## src/rtl/tds_pkg.sv

```systemverilog
package tds_pkg;

  localparam int unsigned THR_W       = 10;
  localparam int unsigned INTERVAL_W  = 27;
  localparam int unsigned CNT_W       = 32;
  localparam int unsigned ECHO_W      = 16;
  localparam int unsigned OPEN_W      = 9;
  localparam int unsigned SCALED_W    = 24;
  localparam int unsigned CFG_DATA_W  = 27;
  localparam int unsigned CFG_INDEX_W = 3;

  localparam int unsigned ECHO_SCALE = 165;
  localparam int unsigned DIST_DIV   = 10000;

  localparam logic [OPEN_W-1:0] OPEN_LOW_MS    = 9'd150;
  localparam logic [OPEN_W-1:0] OPEN_MEDIUM_MS = 9'd350;
  localparam logic [OPEN_W-1:0] OPEN_HIGH_MS   = 9'd500;

  localparam logic [THR_W-1:0]      THRESHOLD_RESET   = 10'd7;
  localparam logic [INTERVAL_W-1:0] IVL_LONG_RESET    = 27'd20000;
  localparam logic [INTERVAL_W-1:0] IVL_MID_RESET     = 27'd10000;
  localparam logic [INTERVAL_W-1:0] IVL_SHORT_RESET   = 27'd5000;
  localparam logic [INTERVAL_W-1:0] LEVEL_CHECK_RESET = 27'd10000;
  localparam logic [INTERVAL_W-1:0] ALARM_WAIT_RESET  = 27'd10000;

  typedef enum logic [CFG_INDEX_W-1:0] {
    REG_LEVEL_THRESHOLD = 3'd0,
    REG_IVL_LONG        = 3'd1,
    REG_IVL_MID         = 3'd2,
    REG_IVL_SHORT       = 3'd3,
    REG_LEVEL_CHECK     = 3'd4,
    REG_ALARM_WAIT      = 3'd5
  } cfg_index_t;

  typedef enum logic [1:0] {
    MODE_ONE   = 2'd1,
    MODE_TWO   = 2'd2,
    MODE_THREE = 2'd3
  } mode_t;

  typedef enum logic [1:0] {
    CAUSE_NONE   = 2'd0,
    CAUSE_MANUAL = 2'd1,
    CAUSE_SCHED  = 2'd2
  } cause_t;

  // Periods are held already forced to at least one; the threshold is held
  // pre-multiplied by the distance divisor.
  typedef struct packed {
    logic [SCALED_W-1:0]   threshold_scaled;
    logic [INTERVAL_W-1:0] ivl_long;
    logic [INTERVAL_W-1:0] ivl_mid;
    logic [INTERVAL_W-1:0] ivl_short;
    logic [INTERVAL_W-1:0] level_check;
    logic [INTERVAL_W-1:0] alarm_wait;
  } cfg_t;

  typedef struct packed {
    logic                timer_a;
    logic                timer_c;
    logic                qty_a;
    logic                qty_c;
    logic                touch;
    logic [SCALED_W-1:0] echo_scaled;
  } item_t;

  function automatic logic [INTERVAL_W-1:0] at_least_one(input logic [INTERVAL_W-1:0] v);
    return (v == '0) ? INTERVAL_W'(1) : v;
  endfunction

endpackage

```

## src/rtl/timed_dispense_scheduler_top.sv

```systemverilog
// Timed dispense scheduler: one request on the input channel is one
// millisecond tick of switch, touch key and echo readings, and produces
// exactly one result request on the output channel.
// Both channels use valid and ready; configuration is written through
// cfg_we, cfg_index and cfg_data. The user must write it only while the
// block is idle; the block itself does not enforce this.
// The echo time is scaled as the input register loads, and the
// scheduling logic fills the result register from it, raising
// out_valid.
// Throughput is one request per cycle while out_ready stays high, set by
// the single pass from the input register to the result register.
// When the receiver stalls, the result register holds and the input
// register fills; in_ready falls only when both are occupied.
// Synchronous reset restores the default register values, selects the
// longest interval and lowest quantity, clears all timers and the alarm,
// and empties both registers.
module timed_dispense_scheduler_top #(
  parameter logic [tds_pkg::OPEN_W-1:0] OPEN_LOW_MS    = tds_pkg::OPEN_LOW_MS,
  parameter logic [tds_pkg::OPEN_W-1:0] OPEN_MEDIUM_MS = tds_pkg::OPEN_MEDIUM_MS,
  parameter logic [tds_pkg::OPEN_W-1:0] OPEN_HIGH_MS   = tds_pkg::OPEN_HIGH_MS
) (
  input  logic                             clk,
  input  logic                             rst,
  input  logic                             cfg_we,
  input  logic [tds_pkg::CFG_INDEX_W-1:0]  cfg_index,
  input  logic [tds_pkg::CFG_DATA_W-1:0]   cfg_data,
  input  logic                             in_valid,
  output logic                             in_ready,
  input  logic                             timer_sw_a,
  input  logic                             timer_sw_c,
  input  logic                             qty_sw_a,
  input  logic                             qty_sw_c,
  input  logic                             touch_one,
  input  logic                             touch_two,
  input  logic [tds_pkg::ECHO_W-1:0]       echo_us,
  output logic                             out_valid,
  input  logic                             out_ready,
  output logic [1:0]                       dispense_cause,
  output logic [tds_pkg::OPEN_W-1:0]       open_ms,
  output logic                             measured,
  output logic                             level_low,
  output logic                             alarm_beep
);

  tds_pkg::cfg_t  cfg;
  tds_pkg::item_t item;
  logic           item_valid;
  logic           core_ready;

  tds_cfg_regs u_cfg (
    .clk       (clk),
    .rst       (rst),
    .cfg_we    (cfg_we),
    .cfg_index (cfg_index),
    .cfg_data  (cfg_data),
    .cfg       (cfg)
  );

  tds_in_stage u_in (
    .clk        (clk),
    .rst        (rst),
    .in_valid   (in_valid),
    .in_ready   (in_ready),
    .timer_sw_a (timer_sw_a),
    .timer_sw_c (timer_sw_c),
    .qty_sw_a   (qty_sw_a),
    .qty_sw_c   (qty_sw_c),
    .touch_one  (touch_one),
    .touch_two  (touch_two),
    .echo_us    (echo_us),
    .core_ready (core_ready),
    .item_valid (item_valid),
    .item       (item)
  );

  tds_core #(
    .OPEN_LOW_MS    (OPEN_LOW_MS),
    .OPEN_MEDIUM_MS (OPEN_MEDIUM_MS),
    .OPEN_HIGH_MS   (OPEN_HIGH_MS)
  ) u_core (
    .clk            (clk),
    .rst            (rst),
    .cfg            (cfg),
    .item_valid     (item_valid),
    .item           (item),
    .core_ready     (core_ready),
    .out_valid      (out_valid),
    .out_ready      (out_ready),
    .dispense_cause (dispense_cause),
    .open_ms        (open_ms),
    .measured       (measured),
    .level_low      (level_low),
    .alarm_beep     (alarm_beep)
  );

endmodule

```

## src/rtl/tds_cfg_regs.sv

```systemverilog
module tds_cfg_regs (
  input  logic                             clk,
  input  logic                             rst,
  input  logic                             cfg_we,
  input  logic [tds_pkg::CFG_INDEX_W-1:0]  cfg_index,
  input  logic [tds_pkg::CFG_DATA_W-1:0]   cfg_data,
  output tds_pkg::cfg_t                    cfg
);

  logic [tds_pkg::INTERVAL_W-1:0] period_in;
  logic [tds_pkg::SCALED_W-1:0]   thr_in;

  assign period_in = tds_pkg::at_least_one(cfg_data[tds_pkg::INTERVAL_W-1:0]);
  assign thr_in    = tds_pkg::SCALED_W'({14'd0, cfg_data[tds_pkg::THR_W-1:0]}
                     * tds_pkg::SCALED_W'(tds_pkg::DIST_DIV));

  always_ff @(posedge clk) begin
    if (rst) begin
      cfg.threshold_scaled <= tds_pkg::SCALED_W'(tds_pkg::THRESHOLD_RESET * tds_pkg::DIST_DIV);
      cfg.ivl_long         <= tds_pkg::IVL_LONG_RESET;
      cfg.ivl_mid          <= tds_pkg::IVL_MID_RESET;
      cfg.ivl_short        <= tds_pkg::IVL_SHORT_RESET;
      cfg.level_check      <= tds_pkg::LEVEL_CHECK_RESET;
      cfg.alarm_wait       <= tds_pkg::ALARM_WAIT_RESET;
    end else if (cfg_we) begin
      case (tds_pkg::cfg_index_t'(cfg_index))
        tds_pkg::REG_LEVEL_THRESHOLD: cfg.threshold_scaled <= thr_in;
        tds_pkg::REG_IVL_LONG:        cfg.ivl_long         <= period_in;
        tds_pkg::REG_IVL_MID:         cfg.ivl_mid          <= period_in;
        tds_pkg::REG_IVL_SHORT:       cfg.ivl_short        <= period_in;
        tds_pkg::REG_LEVEL_CHECK:     cfg.level_check      <= period_in;
        tds_pkg::REG_ALARM_WAIT:      cfg.alarm_wait       <= period_in;
        default: ;
      endcase
    end
  end

endmodule

```

## src/rtl/tds_in_stage.sv

```systemverilog
module tds_in_stage (
  input  logic                        clk,
  input  logic                        rst,
  input  logic                        in_valid,
  output logic                        in_ready,
  input  logic                        timer_sw_a,
  input  logic                        timer_sw_c,
  input  logic                        qty_sw_a,
  input  logic                        qty_sw_c,
  input  logic                        touch_one,
  input  logic                        touch_two,
  input  logic [tds_pkg::ECHO_W-1:0]  echo_us,
  input  logic                        core_ready,
  output logic                        item_valid,
  output tds_pkg::item_t              item
);

  logic take;

  assign take     = item_valid && core_ready;
  assign in_ready = !item_valid || take;

  always_ff @(posedge clk) begin
    if (rst) begin
      item_valid <= 1'b0;
    end else if (in_ready) begin
      item_valid <= in_valid;
    end
  end

  always_ff @(posedge clk) begin
    if (in_valid && in_ready) begin
      item.timer_a     <= timer_sw_a;
      item.timer_c     <= timer_sw_c;
      item.qty_a       <= qty_sw_a;
      item.qty_c       <= qty_sw_c;
      item.touch       <= touch_one | touch_two;
      item.echo_scaled <= tds_pkg::SCALED_W'({8'd0, echo_us}
                          * tds_pkg::SCALED_W'(tds_pkg::ECHO_SCALE));
    end
  end

endmodule

```

## src/rtl/tds_core.sv

```systemverilog
module tds_core #(
  parameter logic [tds_pkg::OPEN_W-1:0] OPEN_LOW_MS    = tds_pkg::OPEN_LOW_MS,
  parameter logic [tds_pkg::OPEN_W-1:0] OPEN_MEDIUM_MS = tds_pkg::OPEN_MEDIUM_MS,
  parameter logic [tds_pkg::OPEN_W-1:0] OPEN_HIGH_MS   = tds_pkg::OPEN_HIGH_MS
) (
  input  logic                        clk,
  input  logic                        rst,
  input  tds_pkg::cfg_t               cfg,
  input  logic                        item_valid,
  input  tds_pkg::item_t              item,
  output logic                        core_ready,
  output logic                        out_valid,
  input  logic                        out_ready,
  output logic [1:0]                  dispense_cause,
  output logic [tds_pkg::OPEN_W-1:0]  open_ms,
  output logic                        measured,
  output logic                        level_low,
  output logic                        alarm_beep
);

  localparam int unsigned CW = tds_pkg::CNT_W;

  tds_pkg::mode_t       timer_mode, timer_mode_next;
  tds_pkg::mode_t       qty_mode, qty_mode_next;
  logic [CW-1:0]        dispense_elapsed, dispense_elapsed_next;
  logic [CW-1:0]        level_elapsed, level_elapsed_next;
  logic [CW-1:0]        alarm_elapsed, alarm_elapsed_next;
  logic                 food_low, food_low_next;
  logic                 alarm_armed, alarm_armed_next;

  tds_pkg::cause_t             cause;
  logic [tds_pkg::OPEN_W-1:0]  open_len, open_out;
  logic [CW-1:0]               interval, period, wait_len;
  logic [CW-1:0]               d_cnt, l_cnt, a_cnt;
  logic                        meas, beep, armed_mid;
  logic                        take;

  assign core_ready = !out_valid || out_ready;
  assign take       = item_valid && core_ready;

  always_comb begin
    timer_mode_next = timer_mode;
    priority if (item.timer_a && !item.timer_c) timer_mode_next = tds_pkg::MODE_ONE;
    else if (item.timer_a && item.timer_c)      timer_mode_next = tds_pkg::MODE_TWO;
    else if (!item.timer_a && item.timer_c)     timer_mode_next = tds_pkg::MODE_THREE;
    else                                        timer_mode_next = timer_mode;

    qty_mode_next = qty_mode;
    priority if (item.qty_a && !item.qty_c) qty_mode_next = tds_pkg::MODE_THREE;
    else if (item.qty_a && item.qty_c)      qty_mode_next = tds_pkg::MODE_TWO;
    else if (!item.qty_a && item.qty_c)     qty_mode_next = tds_pkg::MODE_ONE;
    else                                    qty_mode_next = qty_mode;

    case (qty_mode_next)
      tds_pkg::MODE_TWO:   open_len = OPEN_MEDIUM_MS;
      tds_pkg::MODE_THREE: open_len = OPEN_HIGH_MS;
      default:             open_len = OPEN_LOW_MS;
    endcase
    case (timer_mode_next)
      tds_pkg::MODE_TWO:   interval = CW'(cfg.ivl_mid);
      tds_pkg::MODE_THREE: interval = CW'(cfg.ivl_short);
      default:             interval = CW'(cfg.ivl_long);
    endcase
    period   = CW'(cfg.level_check);
    wait_len = CW'(cfg.alarm_wait);

    cause    = tds_pkg::CAUSE_NONE;
    open_out = '0;
    d_cnt    = dispense_elapsed;
    l_cnt    = level_elapsed;
    a_cnt    = alarm_elapsed;
    if (item.touch) begin
      cause    = tds_pkg::CAUSE_MANUAL;
      open_out = open_len;
      d_cnt    = '0;
      l_cnt    = '0;
      a_cnt    = '0;
    end

    if (d_cnt >= interval) begin
      cause    = tds_pkg::CAUSE_SCHED;
      open_out = open_len;
      d_cnt    = d_cnt - interval;
    end

    meas          = 1'b0;
    food_low_next = food_low;
    if (l_cnt >= period) begin
      meas          = 1'b1;
      food_low_next = item.echo_scaled >= cfg.threshold_scaled;
      l_cnt         = l_cnt - period;
    end

    beep      = 1'b0;
    armed_mid = alarm_armed && food_low_next;
    if (food_low_next && !armed_mid) begin
      armed_mid = 1'b1;
      a_cnt     = '0;
    end
    alarm_armed_next = armed_mid;
    if (armed_mid && a_cnt >= wait_len) begin
      beep             = 1'b1;
      alarm_armed_next = 1'b0;
      a_cnt            = a_cnt - wait_len;
    end

    dispense_elapsed_next = (&d_cnt) ? d_cnt : d_cnt + CW'(1);
    level_elapsed_next    = (&l_cnt) ? l_cnt : l_cnt + CW'(1);
    alarm_elapsed_next    = (&a_cnt) ? a_cnt : a_cnt + CW'(1);
  end

  always_ff @(posedge clk) begin
    if (rst) begin
      timer_mode       <= tds_pkg::MODE_ONE;
      qty_mode         <= tds_pkg::MODE_ONE;
      dispense_elapsed <= '0;
      level_elapsed    <= '0;
      alarm_elapsed    <= '0;
      food_low         <= 1'b0;
      alarm_armed      <= 1'b0;
      out_valid        <= 1'b0;
    end else begin
      if (core_ready) begin
        out_valid <= item_valid;
      end
      if (take) begin
        timer_mode       <= timer_mode_next;
        qty_mode         <= qty_mode_next;
        dispense_elapsed <= dispense_elapsed_next;
        level_elapsed    <= level_elapsed_next;
        alarm_elapsed    <= alarm_elapsed_next;
        food_low         <= food_low_next;
        alarm_armed      <= alarm_armed_next;
      end
    end
  end

  always_ff @(posedge clk) begin
    if (take) begin
      dispense_cause <= cause;
      open_ms        <= open_out;
      measured       <= meas;
      level_low      <= food_low_next;
      alarm_beep     <= beep;
    end
  end

  a_beep_needs_low: assert property (@(posedge clk) disable iff (rst)
    (out_valid && alarm_beep) |-> level_low)
    else $error("alarm beep without low food level");

  a_open_matches_cause: assert property (@(posedge clk) disable iff (rst)
    out_valid |-> ((dispense_cause == tds_pkg::CAUSE_NONE) == (open_ms == '0)))
    else $error("open time disagrees with dispense cause");

  a_armed_needs_low: assert property (@(posedge clk) disable iff (rst)
    alarm_armed |-> food_low)
    else $error("alarm armed while food level is sufficient");

  a_cause_legal: assert property (@(posedge clk) disable iff (rst)
    out_valid |-> (dispense_cause != 2'd3))
    else $error("illegal dispense cause");

endmodule

```

## config.mk

```make
export PLATFORM = sky130hd
export DESIGN_NAME = timed_dispense_scheduler_top
export DESIGN_NICKNAME = d
export VERILOG_FILES = /design/src/rtl/tds_pkg.sv /design/src/rtl/timed_dispense_scheduler_top.sv /design/src/rtl/tds_cfg_regs.sv /design/src/rtl/tds_in_stage.sv /design/src/rtl/tds_core.sv
export SDC_FILE = /design/constraint.sdc
export NUM_CORES = 1
export LEC_CHECK = 0
export BUFFER_PORTS_ARGS = -buffer_cell sky130_fd_sc_hd__buf_2
export CAP_MARGIN = 0
export CORE_AREA = 10 10 229 231
export DETAILED_ROUTE_END_ITERATION = 12
export DIE_AREA = 0 0 239 241
export PLACE_DENSITY = 0.69
export SYNTH_ARGS = -nofsm -noshare
export SYNTH_HDL_FRONTEND = slang
export SYNTH_SLANG_ARGS = --single-unit
```

## constraint.sdc

```tcl
create_clock -name clk -period 24.1 [get_ports clk]
set_input_delay 1.205 -clock clk [delete_from_list [all_inputs] [get_ports clk]]
set_output_delay 1.205 -clock clk [all_outputs]
set_load 0.02 [all_outputs]
```

Yosys cells after proc, flatten, opt, wreduce, memory -nomap -nowiden. Index checks and enable logic that the tools add are counted.

Bits in registers: 302. Input bits: 57. Output and inout bits: 16. Word-level logic and storage cells: 106.

$add $sub $neg: 6. Multiply operators: 2. Magnitude comparators: 4. Eq/ne operators: 9. Mux-type cells: 27. Bitwise logic cells: 1. Reductions and logical operators: 31.

Operator list (count): $mux 32 (10); $add 32x1->32 const B (3); $ge 32x27->1 (3); $reduce_and 32->1 (3); $sub 32x27->32 (3); $pmux 27 s2 (1); $logic_not 27->1 (1); $mux 27 (1); $ge 24x24->1 (1); $mul 16x8->24 const B (1); $mul 10x10->20 const B (1); $mux 9 (2); $pmux 9 s2 (1); $mux 2 (6); $reduce_and 2->1 (6); $logic_and 1x1->1 (11); $eq 2x2->1 const B (4); $logic_not 1->1 (7); $eq 3x2->1 const B (2); $eq 3x3->1 const B (2); $mux 1 (6); $eq 3x1->1 const B (1); $logic_not 3->1 (1); $logic_or 1x1->1 (2); $or 1x1->1 (1).

Logic depth before layout (Yosys ltp).
Depth in word-level cells: 12. Gate-level depth with buffers: 44. Depth with buffers taken out: 31.

Cells and area by module. From an unflattened synthesis, not the netlist that was laid out.

Cell total of the unflattened synthesis: 3301. Area, all modules: 25652.1 um^2.

Modules (own cells, without submodules): tds_core (instances 1, cells an instance 2176, area an instance 15492.4 um^2, sequential area each 2392.3 um^2); tds_cfg_regs (instances 1, cells an instance 861, area an instance 7149.4 um^2, sequential area each 3103.0 um^2); tds_in_stage (instances 1, cells an instance 264, area an instance 3010.4 um^2, sequential area each 890.9 um^2).

Worst setup path before layout. OpenSTA, ideal clock, no wires.

Path type: register -> register. Start: register u_in.item[24] (netlist name). End: register u_core.alarm_elapsed[22]. Setup time: 0.103 ns. Arrival time: 8.453 ns. Data required time: 23.997 ns. Setup slack: 15.544 ns. Stages on the path, launching flop included: 43. Buffers on the path: 14. Period minus slack after synthesis: 8.556 ns. Cell sequence: edfxtp_1 buf_2 buf_1 clkbuf_1 clkbuf_1 buf_1 nor2b_1 ha_1 a21oi_2 o221ai_2 o311a_4 o31ai_2 a21oi_4 o211a_1 nor3_4 buf_4 clkbuf_1 nand2_1 [7 not listed] o22a_2 and4_4 buf_6 nor2_8 inv_2 buf_6 buf_2 clkbuf_1 buf_1 a21oi_1 ha_1 and3_1 buf_2 and4_1 buf_4 a211oi_4 nand4_1 a2111oi_2.

Longest elaborated chain between the ends: 12. Elaborated cells on any way between the ends: 16. Those cells by class: 2 x add/sub; 2 x order compare; 7 x mux; 5 x reduce/logical.

RTL lines: $mux 32 (RTL line tds_core.sv:72) `if (item.touch) begin`; $ge 32x27->1 (RTL line tds_core.sv:88) `if (l_cnt >= period) begin`; $mux 1 (RTL line tds_core.sv:88); $logic_and 1x1->1 (RTL line tds_core.sv:95) `armed_mid = alarm_armed && food_low_next;`; $logic_not 1->1 (RTL line tds_core.sv:96) `if (food_low_next && !armed_mid) begin`; $logic_and 1x1->1 (RTL line tds_core.sv:96); $mux 32 (RTL line tds_core.sv:96); $ge 32x27->1 (RTL line tds_core.sv:101) `if (armed_mid && a_cnt >= wait_len) begin`; $logic_and 1x1->1 (RTL line tds_core.sv:101); $mux 32 * (RTL line tds_core.sv:101); $add 32x1->32 or $reduce_and 32->1 (tied branches) (RTL line tds_core.sv:109) `alarm_elapsed_next = (&a_cnt) ? a_cnt : a_cnt + CW'(1);`; $mux 32 * (RTL line tds_core.sv:109); end signal, assigned (RTL line tds_core.sv:131) `alarm_elapsed <= alarm_elapsed_next;`; end, declared (RTL line tds_core.sv:27) `logic [CW-1:0] alarm_elapsed, alarm_elapsed_next;`.

Every way passes the cells marked *; elsewhere a longest branch is shown, timed or not. A chain may end at the register's enable or synchronous reset.

Worst setup path after layout.
Start: register u_in.item[24] (netlist name). End: register u_core.alarm_elapsed[22].

Longest elaborated chain between the ends: 12. Elaborated cells on any way between the ends: 16. Those cells by class: 2 x add/sub; 2 x order compare; 7 x mux; 5 x reduce/logical.

RTL lines (RTL line): $mux 32 (tds_core.sv:72); $ge 32x27->1 (tds_core.sv:88); $mux 1 (tds_core.sv:88); $logic_and 1x1->1 (tds_core.sv:95); $logic_not 1->1 (tds_core.sv:96); $logic_and 1x1->1 (tds_core.sv:96); $mux 32 (tds_core.sv:96); $ge 32x27->1 (tds_core.sv:101); $logic_and 1x1->1 (tds_core.sv:101); $mux 32 * (tds_core.sv:101); $add 32x1->32 or $reduce_and 32->1 (tied branches) (tds_core.sv:109); $mux 32 * (tds_core.sv:109).

Marks and branches as above.

==> reports/summary.txt <==
OUTCOME
-------------------------------------------------------------------------------------
Result of the run                                                           completed

TIMING
-------------------------------------------------------------------------------------
Rel. slew slack                                                                 7.79%
Final Hold Fails                                                                    0
Count of final max-slew check failures                                              0
Final setup fails                                                                   0
Final-layout setup total negative slack                                          0 ns
Unrepaired setup endpoints after global routing                                 false
Final period demand of the worst path                                         9.93 ns
Fin crit share                                                                  41.2%
Pin slew with the least headroom to its limit                                 1.38 ns
Highest clock rate                                                            101 MHz
Clock tree skew after final layout                                          0.0246 ns

ROUTE
-------------------------------------------------------------------------------------
Count of routing violations after the opening detailed-route iteration          2,411
Total wire length after detailed routing                                    79,400 um
Number of detailed-routing iterations run before antenna repair                     8
Detailed-route via count                                                       24,965
Per-cell routed wire length                                                   19.8 um
Residual DRC                                                                        0
Number of antenna-violating nets in the routed design                               0
Per-cell via count in the routed design                                          6.21

DIE
-------------------------------------------------------------------------------------
Height of the die                                                              241 um
Core Box Area                                                            47,500 sq um
Initial cell density of the core                                                54.6%
I/O Pins                                                                           73
Chip width                                                                     239 um
Row count                                                                          80
Total die area                                                           57,600 sq um

PWR
-------------------------------------------------------------------------------------
Share of total power in combinational logic                                     38.2%
Switching pwr                                                                  700 uW
Clock share of power                                                            31.4%
Leakage power                                                                 11.6 nW
Share of power burned in registers                                              30.4%
Power density cells                                                      67.7 nW/um^2
Switching share of power                                                        37.1%
Worst-case vdd ir drop                                                      0.0632 mV
Internal power component                                                      1.19 mW

SYNTH
-------------------------------------------------------------------------------------
Post-Synthesis Cell Area                                                 26,000 sq um
Number of warnings issued by yosys                                                  0
Primary flip-flop cell chosen by synthesis mapping                            dfxtp_1
Count of different cell masters after synthesis                                   123
Post-synthesis sequential element count                                           299
Asr flop ratio synth                                                               0%
Synthesized Nets                                                                3,739
Avg Inst Size Synth                                                        7.61 sq um
Sequential element share of the synthesized area                                24.6%
Share of the synthesized area in the top cell type                              20.0%
Dominant cell type by area after synthesis                                    dfxtp_1
Number of synthesized flops with an enable pin                                     40
Most area-consuming cells after synthesis                                dfxtp_1 20%, ha_1 11%, a21oi_1 6.9%, nand2_1 6.6%, edfxtp_1 4.6%
Most frequent cell after synthesis                                            nand2_1
Synthesized instance count                                                      3,413
Synth top cells by count                                                 459 x nand2_1, 358 x a21oi_1, 273 x nor2_1

PLACEMENT
-------------------------------------------------------------------------------------
Buffers on Ports                                                                   71
Placed standard-cell area                                                26,600 sq um
Routability congestion estimate                                                 0.974
Post-DP HPWL                                                                58,300 um

CLOCK TREE
-------------------------------------------------------------------------------------
Clock-pin slew on the worst setup and hold paths                              0.06 ns
Clock tree from TritonCTS                                                         yes
PostCTS Resize Cnt                                                                  0
Number of buffers added for setup after CTS                                         0
Clock buffer depth                                                                  3
Total of hold buffers inserted after clock tree synthesis                           0
Clock buffers created by TritonCTS                                                 37
Clock Root Buffer                                                           clkbuf_16
Clock H-tree levels                                                                 2
Sink Count                                                                        299
Clk Latency, worst-skew pair                                                  0.58 ns

LAYOUT
-------------------------------------------------------------------------------------
Combined area of the multi-input logic cells                             17,900 sq um
Cell area after layout                                                   27,900 sq um
Storage element area                                                       6390 sq um
Share of cells above drive strength 1                                           7.44%
Post-layout net count                                                           3,697
Fillers                                                                         4,378
Area Growth Syn to Fin                                                          7.32%

WORST SETUP PATH
-------------------------------------------------------------------------------------
WP buf/inv                                                                          3
Crit start category                                                         flip-flop
Most frequent CP cell                                                            ha_1
Largest fanout on the critical path                                                61
Slowest library cell on the worst path                                         and4_1
Arrival time at the worst endpoint                                           10.40 ns
Maximum cell stage delay along the critical path                              0.76 ns
Total number of cells along the worst setup path                                   28
Element type at the critical path end                                       flip-flop
Critical path data required time                                             24.57 ns
CP Class                                                                      reg2reg
Crit path max-delay family                                               simple AND/OR/NAND/NOR gates
Logic depth of the worst register-to-register path                                 28

GRT
-------------------------------------------------------------------------------------
First-pass GRT wire length                                                 126,000 um
Number of global-route vias before repair                                      23,270
Overflow after GRT                                                                  0
Largest net degree at the start of global routing                                 100
Antenna violations before repair                                                    4
Global routing usage summed across all routing layers                           26.9%

MIN PATH
-------------------------------------------------------------------------------------
WHS Path Cells                                                                      2
Class of the tightest hold or removal check                                   reg2reg

JOB
-------------------------------------------------------------------------------------
Max capacitance violation total                                                     0

layer usage:
metal | vias to the layer above | routed length [um] | GRT usage [%]
met5 | - | 13 | 0
met4 | 2 | 2210 | 8.37
met3 | 140 | 5820 | 3.75
met2 | 932 | 35400 | 43.2
met1 | 11842 | 36000 | 36.6
li1 | 12049 | - | -
layout make-up:
class / instances / area share, %
timing repair buffer: 98 / 2.02
clock buffer: 51 / 3.77
antenna: 3 / 0.0269
clock inverter: 16 / 0.776
tap: 615 / 2.76
multi-input combinational: 2680 / 64.3
inverter: 255 / 3.44
sequential: 299 / 22.9
layout by cell type (no fill, tap or decap), types with 17 or more instances in the layout:
master	synthesis	final
a211oi_1	45	45
a21o_1	49	49
a21oi_1	358	356
a31oi_1	28	28
and2_1	36	36
and3_1	29	29
buf_2	22	70
buf_4	7	27
clkbuf_16	0	38
dfxtp_1	259	259
edfxtp_1	40	40
fa_1	42	42
ha_1	227	227
inv_1	250	249
mux2i_1	66	66
nand2_1	459	458
nand2b_1	29	28
nand3_1	124	124
nand4_1	40	40
nor2_1	273	273
nor2b_1	74	74
nor3_1	68	66
nor4_1	21	20
o211ai_1	58	58
o21a_1	21	21
o21ai_0	129	129
o21ai_1	20	20
o21bai_1	18	18
or3_1	17	17
xnor2_1	87	87
xor2_1	49	49
per-stage QoR:
stage / power, mW / std cells / utilization [%] / setup slack, ns / hold WS [ns]
6_report: 1.89 / 4017 / 58.6 / 14.17 / 0.451
5_1_grt: 2.00 / 4015 / 58.6 / 13.44 / 0.474
4_1_cts: 1.89 / 4014 / 58.6 / 14.33 / 0.448
3_5_place_dp: 1.29 / 3947 / 56.0 / 14.39 / 0.440
3_3_place_gp: 1.27 / 3947 / 56.0 / 14.77 / 0.436
2_1_floorplan: 1.13 / 3413 / - / 15.54 / 0.427
worst reg2reg max path: cells and delay by family, from the launching register on:
family,cells,cell delay (ns)
fa+ha+maj,3,1.11
simple gates,13,3.69
compound gates,9,2.96
flops,1,0.61
buf+inv,3,1.48
logic make-up after synthesis:
family | after synthesis | synth area share [%]
compound gates | 924 | 23.2
xor+xnor | 136 | 4.59
fa+ha+maj | 269 | 14.2
buf+inv | 434 | 6.59
flops | 299 | 24.6
mux | 80 | 3.15
other cells | 1 | 0.0144
simple gates | 1270 | 23.7
state kept, by name, indices dropped and copies added (netlist names):
register / cells
u_core.qty_mode: 2
u_in.item: 29
u_core.level_low: 1
u_core.alarm_armed: 1
u_core.alarm_elapsed: 32
u_cfg.cfg: 155
u_core.timer_mode: 2
u_core.alarm_beep: 1
u_core.food_low: 1
u_core.dispense_cause: 2
u_core.out_valid: 1
u_core.open_ms: 6
u_core.level_elapsed: 32
u_core.measured: 1
u_core.dispense_elapsed: 32
u_in.item_valid: 1
power by group through the flow:
stage / Combinational [mW] / Sequential [mW] / Clock (mW)
global route: 0.804 / 0.578 / 0.621
global placement: 0.692 / 0.583 / 0
CTS: 0.713 / 0.573 / 0.601
finish: 0.721 / 0.574 / 0.593
detailed placement: 0.706 / 0.584 / 0
floorplan: 0.550 / 0.578 / 0
final timing paths:
| kind | startpoint | end | slack (ns) |
|---|---|---|---|
| min | u_core.level_elapsed[26]$_SDFFE_PP0P_ | u_core.level_elapsed[26]$_SDFFE_PP0P_ | 0.45 |
| max | u_in.item[24]$_DFFE_PP_ | u_core.alarm_elapsed[22]$_SDFFE_PP0P_ | 14.17 |
| max reg2reg | u_in.item[24]$_DFFE_PP_ | u_core.alarm_elapsed[22]$_SDFFE_PP0P_ | 14.17 |
| min reg2reg | u_core.level_elapsed[26]$_SDFFE_PP0P_ | u_core.level_elapsed[26]$_SDFFE_PP0P_ | 0.45 |
(Power assumes the default switching activity.)
